$ cat config.mk
export PLATFORM = sky130hd
export DESIGN_NAME = dual_stopwatch_display_top
export DESIGN_NICKNAME = d
export VERILOG_FILES = /design/src/hw/rtl/dsw_pkg.sv /design/src/hw/rtl/dsw_timers.sv /design/src/hw/rtl/dsw_split.sv /design/src/hw/rtl/dsw_format.sv /design/src/hw/rtl/dual_stopwatch_display_top.sv
export SDC_FILE = /design/constraint.sdc
export NUM_CORES = 2
export LEC_CHECK = 0
export BUFFER_PORTS_ARGS = -buffer_cell sky130_fd_sc_hd__buf_2
export CAP_MARGIN = 10
export CORE_MARGIN = 1.5
export CORE_UTILIZATION = 48
export DETAILED_ROUTE_END_ITERATION = 6
export PLACE_DENSITY = 0.72
export SETUP_SLACK_MARGIN = 0.1
export SLEW_MARGIN = 0
export SYNTH_ARGS = -nofsm -noshare
export SYNTH_HDL_FRONTEND = slang
export SYNTH_HIERARCHICAL = 1
export SYNTH_SLANG_ARGS = --single-unit
$ cat constraint.sdc
create_clock -name i_clk -period 19.1 [get_ports i_clk]
set_input_delay 0.955 -clock i_clk [delete_from_list [all_inputs] [get_ports i_clk]]
set_output_delay 0.955 -clock i_clk [all_outputs]
set_load 0.005 [all_outputs]
$ cat src/hw/rtl/dsw_pkg.sv
// ----------------------------------------------------------------------------
// dsw_pkg: shared types, constants and arithmetic helpers
// Action codes, time-span and result structures, and the constant dividers
// used to split an elapsed tick count into display units.
// ----------------------------------------------------------------------------
package dsw_pkg;

    localparam int unsigned STAMP_WIDTH_DEF = 48;

    localparam int unsigned ELAPSED_W  = 34;
    localparam int unsigned TICK_SHIFT = 10;
    localparam int unsigned SEC_W      = 24;
    localparam int unsigned MIN_W      = 18;
    localparam int unsigned HR_W       = 12;
    localparam int unsigned PAIR_W     = 7;

    // 99 days 23:59:59.99 expressed in ticks.
    localparam logic [ELAPSED_W-1:0] CAP_TICKS = 34'd8847359999;

    // ceil(2^30 / 60) and ceil(2^16 / 24); exact over the capped ranges.
    localparam logic [24:0] RECIP_60 = 25'd17895698;
    localparam logic [11:0] RECIP_24 = 12'd2731;

    typedef enum logic [2:0] {
        ACT_REFRESH  = 3'd0,
        ACT_TOGGLE_A = 3'd1,
        ACT_TOGGLE_B = 3'd2,
        ACT_SWAP     = 3'd3,
        ACT_ACTIVATE = 3'd4
    } t_action;

    typedef struct packed {
        logic [6:0] days;
        logic [4:0] hours;
        logic [5:0] minutes;
        logic [5:0] seconds;
        logic [6:0] centis;
    } t_span;

    typedef struct packed {
        logic sel;
        logic run_sel;
        logic run_oth;
        logic run_a;
        logic run_b;
        logic blink_phase;
    } t_flags;

    typedef struct packed {
        logic              shown_timer;
        logic [PAIR_W-1:0] pair_high;
        logic [PAIR_W-1:0] pair_middle;
        logic [PAIR_W-1:0] pair_low;
        logic              colon_on;
        logic              other_blink;
        logic              other_active;
        logic [PAIR_W-1:0] other_value;
        logic              running_a;
        logic              running_b;
    } t_result;

    // Quotient by 60 through a reciprocal multiply.
    function automatic logic [MIN_W-1:0] div60(input logic [SEC_W-1:0] x);
        logic [47:0] prod;
        prod = {24'd0, x} * {23'd0, RECIP_60};
        return prod[47:30];
    endfunction

    // Remainder by 60 given the quotient; q*60 is formed as q*64 - q*4.
    function automatic logic [5:0] rem60(input logic [SEC_W-1:0] x,
                                         input logic [MIN_W-1:0] q);
        logic [SEC_W-1:0] q60;
        logic [SEC_W-1:0] diff;
        q60  = {q, 6'b0} - {4'b0, q, 2'b0};
        diff = x - q60;
        return diff[5:0];
    endfunction

    function automatic logic [6:0] div24(input logic [HR_W-1:0] x);
        logic [23:0] prod;
        prod = {12'd0, x} * {12'd0, RECIP_24};
        return prod[22:16];
    endfunction

    function automatic logic [4:0] rem24(input logic [HR_W-1:0] x,
                                         input logic [6:0] q);
        logic [HR_W-1:0] q24;
        logic [HR_W-1:0] diff;
        q24  = {1'b0, q, 4'b0} + {2'b0, q, 3'b0};
        diff = x - q24;
        return diff[4:0];
    endfunction

    // Centiseconds from a 10-bit tick fraction: (frac * 100) >> 10.
    function automatic logic [6:0] frac_to_centis(input logic [TICK_SHIFT-1:0] frac);
        logic [16:0] prod;
        prod = {1'b0, frac, 6'b0} + {2'b0, frac, 5'b0} + {5'b0, frac, 2'b0};
        return prod[16:10];
    endfunction

endpackage

$ cat src/hw/rtl/dsw_timers.sv
// ----------------------------------------------------------------------------
// dsw_timers: timer state and elapsed time
// Holds the start stamps, held elapsed counts, run flags and shown-timer
// select; applies one action per beat and gives the saturated elapsed time
// of the shown and the other timer as seen after that action.
// ----------------------------------------------------------------------------
module dsw_timers import dsw_pkg::*; #(
    parameter int unsigned STAMP_WIDTH = STAMP_WIDTH_DEF
) (
    input  logic                   i_clk,
    input  logic                   i_rst_n,
    input  logic                   i_fire,
    input  logic [2:0]             i_action,
    input  logic [STAMP_WIDTH-1:0] i_now,
    output t_flags                 o_flags,
    output logic [ELAPSED_W-1:0]   o_elapsed_sel,
    output logic [ELAPSED_W-1:0]   o_elapsed_oth
);

    logic [STAMP_WIDTH-1:0] r_start [2];
    logic [STAMP_WIDTH-1:0] n_start [2];
    logic [ELAPSED_W-1:0]   r_held  [2];
    logic [ELAPSED_W-1:0]   n_held  [2];
    logic [ELAPSED_W-1:0]   elapsed [2];
    logic [1:0]             r_run;
    logic [1:0]             n_run;
    logic                   r_sel;
    logic                   n_sel;
    logic [1:0]             toggle;
    logic                   swap;
    logic                   activate;

    // A difference that does not fit the display range saturates at the cap.
    function automatic logic [ELAPSED_W-1:0] sat_diff(input logic [STAMP_WIDTH-1:0] d);
        if ((|d[STAMP_WIDTH-1:ELAPSED_W]) || (d[ELAPSED_W-1:0] > CAP_TICKS)) begin
            return CAP_TICKS;
        end
        return d[ELAPSED_W-1:0];
    endfunction

    always_comb begin
        toggle   = 2'b00;
        swap     = 1'b0;
        activate = 1'b0;
        case (t_action'(i_action))
            ACT_TOGGLE_A: toggle[0] = i_fire;
            ACT_TOGGLE_B: toggle[1] = i_fire;
            ACT_SWAP:     swap      = i_fire;
            ACT_ACTIVATE: activate  = i_fire;
            default: ;
        endcase
    end

    always_comb begin
        for (int i = 0; i < 2; i++) begin
            n_start[i] = r_start[i];
            n_held[i]  = r_held[i];
            n_run[i]   = r_run[i];
            if (toggle[i]) begin
                if (r_run[i]) begin
                    n_held[i] = sat_diff(i_now - r_start[i]);
                    n_run[i]  = 1'b0;
                end else begin
                    n_start[i] = i_now;
                    n_run[i]   = 1'b1;
                end
            end
            elapsed[i] = n_run[i] ? sat_diff(i_now - n_start[i]) : n_held[i];
        end

        n_sel = r_sel;
        if (swap) begin
            n_sel = ~r_sel;
        end else if (activate && (|r_run)) begin
            n_sel = ~r_run[0];
        end
    end

    always_comb begin
        o_elapsed_sel       = n_sel ? elapsed[1] : elapsed[0];
        o_elapsed_oth       = n_sel ? elapsed[0] : elapsed[1];
        o_flags.sel         = n_sel;
        o_flags.run_sel     = n_sel ? n_run[1] : n_run[0];
        o_flags.run_oth     = n_sel ? n_run[0] : n_run[1];
        o_flags.run_a       = n_run[0];
        o_flags.run_b       = n_run[1];
        o_flags.blink_phase = ~i_now[TICK_SHIFT-1];
    end

    always_ff @(posedge i_clk) begin
        if (!i_rst_n) begin
            for (int i = 0; i < 2; i++) begin
                r_start[i] <= '0;
                r_held[i]  <= '0;
            end
            r_run <= 2'b00;
            r_sel <= 1'b0;
        end else if (i_fire) begin
            for (int i = 0; i < 2; i++) begin
                r_start[i] <= n_start[i];
                r_held[i]  <= n_held[i];
            end
            r_run <= n_run;
            r_sel <= n_sel;
        end
    end

endmodule

$ cat src/hw/rtl/dsw_split.sv
// ----------------------------------------------------------------------------
// dsw_split: elapsed ticks to days, hours, minutes, seconds, centiseconds
// Two register stages, one constant divide each, then the day/hour split
// in front of the result register.
// ----------------------------------------------------------------------------
module dsw_split import dsw_pkg::*; (
    input  logic                 i_clk,
    input  logic                 i_ld_mid,
    input  logic                 i_ld_low,
    input  logic [ELAPSED_W-1:0] i_elapsed,
    output t_span                o_span
);

    logic [SEC_W-1:0] secs_total;
    logic [MIN_W-1:0] n_min_total;
    logic [MIN_W-1:0] r_min_total;
    logic [5:0]       r_sec_mid;
    logic [6:0]       r_centi_mid;
    logic [MIN_W-1:0] hr_quot;
    logic [HR_W-1:0]  r_hr_total;
    logic [5:0]       r_min_low;
    logic [5:0]       r_sec_low;
    logic [6:0]       r_centi_low;
    logic [6:0]       days;

    assign secs_total  = i_elapsed[TICK_SHIFT +: SEC_W];
    assign n_min_total = div60(secs_total);

    always_ff @(posedge i_clk) begin
        if (i_ld_mid) begin
            r_min_total <= n_min_total;
            r_sec_mid   <= rem60(secs_total, n_min_total);
            r_centi_mid <= frac_to_centis(i_elapsed[TICK_SHIFT-1:0]);
        end
    end

    assign hr_quot = div60({{(SEC_W-MIN_W){1'b0}}, r_min_total});

    always_ff @(posedge i_clk) begin
        if (i_ld_low) begin
            r_hr_total  <= hr_quot[HR_W-1:0];
            r_min_low   <= rem60({{(SEC_W-MIN_W){1'b0}}, r_min_total}, hr_quot);
            r_sec_low   <= r_sec_mid;
            r_centi_low <= r_centi_mid;
        end
    end

    // The cap keeps the day count below 100, so no modulo is needed there.
    assign days = div24(r_hr_total);

    always_comb begin
        o_span.days    = days;
        o_span.hours   = rem24(r_hr_total, days);
        o_span.minutes = r_min_low;
        o_span.seconds = r_sec_low;
        o_span.centis  = r_centi_low;
    end

endmodule

$ cat src/hw/rtl/dsw_format.sv
// ----------------------------------------------------------------------------
// dsw_format: display field selection
// Picks the three digit pairs of the shown timer, the colon state and the
// summary of the other timer from the split spans and the run flags.
// ----------------------------------------------------------------------------
module dsw_format import dsw_pkg::*; (
    input  t_span   i_cur,
    input  t_span   i_oth,
    input  t_flags  i_flags,
    output t_result o_result
);

    logic [PAIR_W-1:0] oth_value;

    always_comb begin
        if (i_cur.days != '0) begin
            o_result.pair_high   = i_cur.days;
            o_result.pair_middle = PAIR_W'(i_cur.hours);
            o_result.pair_low    = PAIR_W'(i_cur.minutes);
        end else if (i_cur.hours != '0) begin
            o_result.pair_high   = PAIR_W'(i_cur.hours);
            o_result.pair_middle = PAIR_W'(i_cur.minutes);
            o_result.pair_low    = PAIR_W'(i_cur.seconds);
        end else begin
            o_result.pair_high   = PAIR_W'(i_cur.minutes);
            o_result.pair_middle = PAIR_W'(i_cur.seconds);
            o_result.pair_low    = i_cur.centis;
        end

        if (i_oth.days != '0) begin
            oth_value = i_oth.days;
        end else if (i_oth.hours != '0) begin
            oth_value = PAIR_W'(i_oth.hours);
        end else if (i_oth.minutes != '0) begin
            oth_value = PAIR_W'(i_oth.minutes);
        end else if (i_oth.seconds != '0) begin
            oth_value = PAIR_W'(i_oth.seconds);
        end else begin
            oth_value = i_oth.centis;
        end

        o_result.shown_timer  = i_flags.sel;
        o_result.colon_on     = (i_cur.centis > 7'd50) || !i_flags.run_sel;
        o_result.other_blink  = i_flags.run_oth && i_flags.blink_phase;
        o_result.other_active = i_flags.run_oth;
        o_result.other_value  = i_flags.run_oth ? oth_value : '0;
        o_result.running_a    = i_flags.run_a;
        o_result.running_b    = i_flags.run_b;
    end

endmodule

$ cat src/hw/rtl/dual_stopwatch_display_top.sv
// ----------------------------------------------------------------------------
// dual_stopwatch_display_top: two-timer stopwatch display
// Each input beat carries an action and a 1/1024 s timestamp and yields one
// result beat. The block is a five-register pipeline (input register, timer
// update, two constant-divide stages, result register) that each beat passes
// through in order; one beat can be taken every cycle unless a waiting result
// has backed the stalls up into the input register. The timer state is updated
// as a beat leaves the input register, so back-to-back actions see each other
// in order. Each stage moves on as soon as the stage after it is empty or
// moving; a waiting result stalls only the stages behind it that are full.
// ----------------------------------------------------------------------------
module dual_stopwatch_display_top import dsw_pkg::*; #(
    parameter int unsigned STAMP_WIDTH = STAMP_WIDTH_DEF
) (
    input  logic                   i_clk,
    input  logic                   i_rst_n,
    input  logic                   i_in_valid,
    output logic                   o_in_ready,
    input  logic [2:0]             i_action,
    input  logic [STAMP_WIDTH-1:0] i_now_ticks,
    output logic                   o_out_valid,
    input  logic                   i_out_ready,
    output logic                   o_shown_timer,
    output logic [PAIR_W-1:0]      o_pair_high,
    output logic [PAIR_W-1:0]      o_pair_middle,
    output logic [PAIR_W-1:0]      o_pair_low,
    output logic                   o_colon_on,
    output logic                   o_other_blink,
    output logic                   o_other_active,
    output logic [PAIR_W-1:0]      o_other_value,
    output logic                   o_running_a,
    output logic                   o_running_b
);

    localparam int unsigned NUM_STAGES = 5;

    logic [NUM_STAGES-1:0]  r_valid;
    logic [NUM_STAGES-1:0]  stage_rdy;
    logic [NUM_STAGES-1:0]  stage_ld;

    logic [2:0]             r_action;
    logic [STAMP_WIDTH-1:0] r_now;

    t_flags                 upd_flags;
    logic [ELAPSED_W-1:0]   upd_el_sel;
    logic [ELAPSED_W-1:0]   upd_el_oth;

    t_flags                 r_flags1;
    t_flags                 r_flags2;
    t_flags                 r_flags3;
    logic [ELAPSED_W-1:0]   r_el_sel;
    logic [ELAPSED_W-1:0]   r_el_oth;

    t_span                  span_cur;
    t_span                  span_oth;
    t_result                fmt_result;
    t_result                r_result;

    always_comb begin
        stage_rdy[NUM_STAGES-1] = !r_valid[NUM_STAGES-1] || i_out_ready;
        for (int k = NUM_STAGES - 2; k >= 0; k--) begin
            stage_rdy[k] = !r_valid[k] || stage_rdy[k+1];
        end
        stage_ld[0] = stage_rdy[0] && i_in_valid;
        for (int k = 1; k < NUM_STAGES; k++) begin
            stage_ld[k] = stage_rdy[k] && r_valid[k-1];
        end
    end

    always_ff @(posedge i_clk) begin
        if (!i_rst_n) begin
            r_valid <= '0;
        end else begin
            if (stage_rdy[0]) begin
                r_valid[0] <= i_in_valid;
            end
            for (int k = 1; k < NUM_STAGES; k++) begin
                if (stage_rdy[k]) begin
                    r_valid[k] <= r_valid[k-1];
                end
            end
        end
    end

    always_ff @(posedge i_clk) begin
        if (stage_ld[0]) begin
            r_action <= i_action;
            r_now    <= i_now_ticks;
        end
    end

    dsw_timers #(
        .STAMP_WIDTH(STAMP_WIDTH)
    ) u_timers (
        .i_clk         (i_clk),
        .i_rst_n       (i_rst_n),
        .i_fire        (stage_ld[1]),
        .i_action      (r_action),
        .i_now         (r_now),
        .o_flags       (upd_flags),
        .o_elapsed_sel (upd_el_sel),
        .o_elapsed_oth (upd_el_oth)
    );

    always_ff @(posedge i_clk) begin
        if (stage_ld[1]) begin
            r_flags1 <= upd_flags;
            r_el_sel <= upd_el_sel;
            r_el_oth <= upd_el_oth;
        end
        if (stage_ld[2]) begin
            r_flags2 <= r_flags1;
        end
        if (stage_ld[3]) begin
            r_flags3 <= r_flags2;
        end
        if (stage_ld[4]) begin
            r_result <= fmt_result;
        end
    end

    dsw_split u_split_cur (
        .i_clk     (i_clk),
        .i_ld_mid  (stage_ld[2]),
        .i_ld_low  (stage_ld[3]),
        .i_elapsed (r_el_sel),
        .o_span    (span_cur)
    );

    dsw_split u_split_oth (
        .i_clk     (i_clk),
        .i_ld_mid  (stage_ld[2]),
        .i_ld_low  (stage_ld[3]),
        .i_elapsed (r_el_oth),
        .o_span    (span_oth)
    );

    dsw_format u_format (
        .i_cur    (span_cur),
        .i_oth    (span_oth),
        .i_flags  (r_flags3),
        .o_result (fmt_result)
    );

    assign o_in_ready     = stage_rdy[0];
    assign o_out_valid    = r_valid[NUM_STAGES-1];
    assign o_shown_timer  = r_result.shown_timer;
    assign o_pair_high    = r_result.pair_high;
    assign o_pair_middle  = r_result.pair_middle;
    assign o_pair_low     = r_result.pair_low;
    assign o_colon_on     = r_result.colon_on;
    assign o_other_blink  = r_result.other_blink;
    assign o_other_active = r_result.other_active;
    assign o_other_value  = r_result.other_value;
    assign o_running_a    = r_result.running_a;
    assign o_running_b    = r_result.running_b;

    // A result never shows up right after reset without an input beat.
    a_no_result_after_reset: assert property (@(posedge i_clk)
        !i_rst_n |=> !o_out_valid)
        else $error("result valid directly after reset");

    // All digit pairs come out of the capped split and stay decimal.
    a_pairs_in_range: assert property (@(posedge i_clk) disable iff (!i_rst_n)
        o_out_valid |-> (o_pair_high <= 7'd99) && (o_pair_middle <= 7'd99)
                        && (o_pair_low <= 7'd99) && (o_other_value <= 7'd99))
        else $error("digit pair out of range");

    // The other-timer summary is blank unless that timer runs.
    a_other_blank: assert property (@(posedge i_clk) disable iff (!i_rst_n)
        (o_out_valid && !o_other_active) |-> (o_other_value == '0) && !o_other_blink)
        else $error("other timer summary shown while it is stopped");

    // A stopped shown timer always has its colon lit.
    a_colon_stopped: assert property (@(posedge i_clk) disable iff (!i_rst_n)
        (o_out_valid && !(o_shown_timer ? o_running_b : o_running_a)) |-> o_colon_on)
        else $error("colon dark on a stopped shown timer");

endmodule
==> summary.txt <==
Outcome
  – Status: finished clean

Cells and area
  – Nets: approximately 7500
  – ANT cells: 0
  – Cell area after layout: a little over 60000 um^2
  – Commonest non-fill, non-tap cell in the layout: ha_1
  – Synth-to-Final Area Change: 6.54%
  – Most frequent cells in the layout: 1020 x ha_1, 909 x inv_1, 459 x edfxtp_1, 426 x a21oi_1, 394 x nor2_1
  – Layout cells sized above 1: under 10%

STA
  – Number of hold violations in the final report: 0
  – Setup violators final: 0
  – RSZ-0062 raised after global routing: false
  – Final Skew: 38.4 ps
  – Max Freq: ~130 MHz
  – Setup_tns: 0 ps
  – Final min period: roughly 7900 ps
  – Worst slew pin tran: 1230 ps
  – Worst slew margin: 17.3%
  – Final Slew Violations: 0
  – Fin crit share: slightly above 40%

Critical path
  – CP Capture Type: flop
  – Crit path required time: a little under 20000 ps
  – Crit path max fanout: 42
  – Critical path type: in -> reg
  – Crit-path cells: buf_2 -> and4b_1 -> a21boi_4 -> buf_4 -> and4bb_2 -> nand2b_4 -> buf_4 -> mux2i_1 -> ha_1 -> nand4_1 -> nor4_1 -> a221oi_1 -> o211ai_1 -> o311ai_1 -> a21oi_1 -> or4_1 -> a2111oi_0 -> and4_1 -> nand3_2 -> o21ai_0 -> mux2i_1
  – Setup crit start kind: input pin
  – Slowest-stage cell, CP: buf_4
  – Reg2Reg Depth: 20
  – Internal reg-to-reg setup slack: around 11000 ps
  – Arr. time, crit path: 8220 ps
  – Peak per-stage delay on the critical path: approximately 590 ps

Clock tree
  – Post_cts resized: 0
  – Worst-skew pair later-pin latency: approximately 670 ps
  – # Post-CTS Setup Buffers: 0
  – Total CTS buffers: 53
  – Max Root-Sink Buffers: 3
  – Clock sink count: roughly 470
  – Htree depth: 2
  – Hold_buf cts: 0
  – Clock transition at the registers of the reported paths: about 60 ps
  – Clock root cell: clkbuf_16
  – CTS tree: built

Synthesis
  – Ys flop type: edfxtp_1
  – Synth area leaders: edfxtp_1 24%, ha_1 22%, fa_1 11%, inv_1 6.0%, a21oi_1 3.7%
  – Post-synth EDFFs: 459
  – Synth Warn #: 6
  – Async set-or-reset flop fraction in the synthesized netlist: 0%
  – Area leader, netlist: edfxtp_1
  – Part of the Yosys area used for sequential elements: 24.4%
  – Cell Area, Synth: ~57000 um^2
  – Synth cell types: ~120
  – #FFs+latches synth: ~470
  – Post-Syn Nets: 7474
  – Syn Inst Count: slightly above 6000
  – Syn_area_per_cell: roughly 9.4 um^2
  – Synth top area share: around a quarter

Global routing
  – Global routing's busiest layer: met2
  – Vias in the first global route: around 45000
  – Met2 GRT Util: between 40% and 50%
  – Total congestion overflow: 0
  – Overall fraction of global-route tracks in use: a little over a quarter
  – Met1 Use GR: between 30% and 40%
  – Initial antenna violation count: 2
  – GRT met3 Usage: 2.99%
  – Largest net degree at the start of global routing: 95
  – First-pass GRT wire length: around 260 mm

Hold path
  – Hold path cells: 0
  – Hold Path Class: reg -> reg

Floorplan
  – I/O pins: 91
  – Die extent in x: between 300 and 400 um
  – Core ar.: around 120000 um^2
  – Die ar.: approximately 120000 um^2
  – Initial Utilization: between 40% and 50%
  – Row Count: between 100 and 150
  – Die extent in y: 348 um

Pwr
  – Sw Ratio: between 40 and 50%
  – Clock power frac: about an eighth
  – Seq pwr share: 18.1%
  – Leak Pwr: roughly 29 nW
  – Net switching power figure: 3.95 mW
  – Cell Pwr Density: ~140 nW/um^2
  – Internal power: ~4.4 mW
  – Logic gate share of total power: roughly 69%
  – Peak VDD IR: between 0.0001 and 0.00015 V

Route
  – Pre-antenna DRT Iters: 6
  – Via count: between 40000 and 50000
  – Drt drc: 0
  – Vias per std cell: just under 6
  – DRT antenna net count: 0
  – WL/cell: 21.8 um
  – Initial DRC count: about 3800
  – Final wirelength: between 150 and 200 mm

Place
  – Post-DP HPWL: approximately 140 mm
  – Placed inst area: 59000 um^2
  – Port Buffers: 90
  – Final Wtd Congestion: 0.997

Run
  – Max-cap violation count: 0
[area by class of cell]
cell class                      count  area, um^2
Timing Repair Buffer              124         706
Inverter                          911        3420
Multi-Input combinational cell   4507       39000
Fill cell                       10700       57100
Sequential cell                   467       13900
Clock buffer                       72        1490
Clock inverter                     25         324
Tap cell                         1536        1920
[cell usage after synthesis, types with 13 or more instances]
master / count
nor4_1: 23
o2111ai_1: 17
and4_1: 23
a311oi_1: 14
inv_1: 909
or3_1: 45
o21a_1: 61
clkbuf_1: 159
xnor2_1: 146
nand2b_1: 34
o22ai_1: 15
nor2b_1: 49
or2_2: 27
o22a_1: 23
a211oi_1: 45
a31oi_1: 44
buf_2: 13
o21ai_1: 39
nand3_1: 74
o21ai_0: 235
fa_1: 326
and2_1: 44
o221a_2: 27
a31o_2: 14
a21oi_1: 426
nand4_1: 91
a21o_1: 117
o221ai_1: 38
nor2_1: 394
mux2_2: 15
o21bai_1: 44
and3_1: 43
o211ai_1: 47
o31ai_1: 15
xor2_1: 96
nand2_1: 352
nor3_1: 102
ha_1: 1020
edfxtp_1: 459
a21boi_0: 17
mux2i_1: 122
[flip-flops by register name (all words and copies together), names as in the netlist, 7 cells and up]
| name | cells |
|---|---|
| u_split_oth/r_min_total | 18 |
| o_pair_low | 7 |
| u_split_cur/r_min_total | 18 |
| u_timers/r_held | 68 |
| u_split_oth/r_hr_total | 12 |
| u_timers/r_start | 96 |
| u_split_cur/r_hr_total | 12 |
| r_now | 48 |
| u_split_oth/r_centi_low | 7 |
| u_split_cur/r_centi_mid | 7 |
| o_pair_high | 7 |
| r_el_oth | 34 |
| o_pair_middle | 7 |
| u_split_oth/r_centi_mid | 7 |
| o_other_value | 7 |
| u_split_cur/r_centi_low | 7 |
| r_el_sel | 34 |
[layer usage]
layer  wire (um)  up-vias
met1       71600    22000
met5           0        -
met3       10900      287
met4        7310        0
met2       76700     1608
li1            -    21600
[cell families after synthesis]
logic type / Yosys count / synth area share [%]
flops: 467 / 24.4
simple gates: 1372 / 11.8
other cells: 1 / 0.00657
buf+inv: 1099 / 7.39
mux: 137 / 2.44
fa+ha+maj: 1349 / 33.9
compound gates: 1405 / 16.3
xor+xnor: 243 / 3.75
[per-stage QoR]
stage                     worst slack [ps]  hold WS, ps  util [%]  power, mW  cells
after floorplan                       8720          400         -       5.82   6073
after global placement               10900          401      50.0       7.10   7545
after detailed placement             10800          405      50.0       7.27   7545
after CTS                            11460          414      51.6       8.43   7642
after global routing                 10970          424      51.6       9.26   7642
final                                11240          416      51.6       8.38   7642
[worst max-delay path: cells and delay by family]
kind / cells / cell delay [ps]
adder cells (fa/ha/maj): 1 / 370
buffers and inverters: 3 / 950
AO/OA/AOI/OAI: 7 / 2230
multiplexers: 2 / 450
AND/OR/NAND/NOR: 8 / 3170
[power groups by stage]
stage | logic [mW] | registers (mW) | clock network (mW)
4_1_cts | 5.80 | 1.52 | 1.11
3_3_place_gp | 5.57 | 1.54 | 0
3_5_place_dp | 5.73 | 1.54 | 0
2_1_floorplan | 4.36 | 1.46 | 0
6_report | 5.77 | 1.52 | 1.09
5_1_grt | 6.59 | 1.53 | 1.14
[path summary, 6_finish.rpt]
path,endpoint,startpoint
worst max-delay path,r_el_sel[9],i_out_ready
worst min-delay path,o_running_b,r_flags3[1]
worst max register to register,r_el_sel[9],r_valid[3]
worst min register to register,o_running_b,r_flags3[1]
Power figures use the tool's default switching activity.
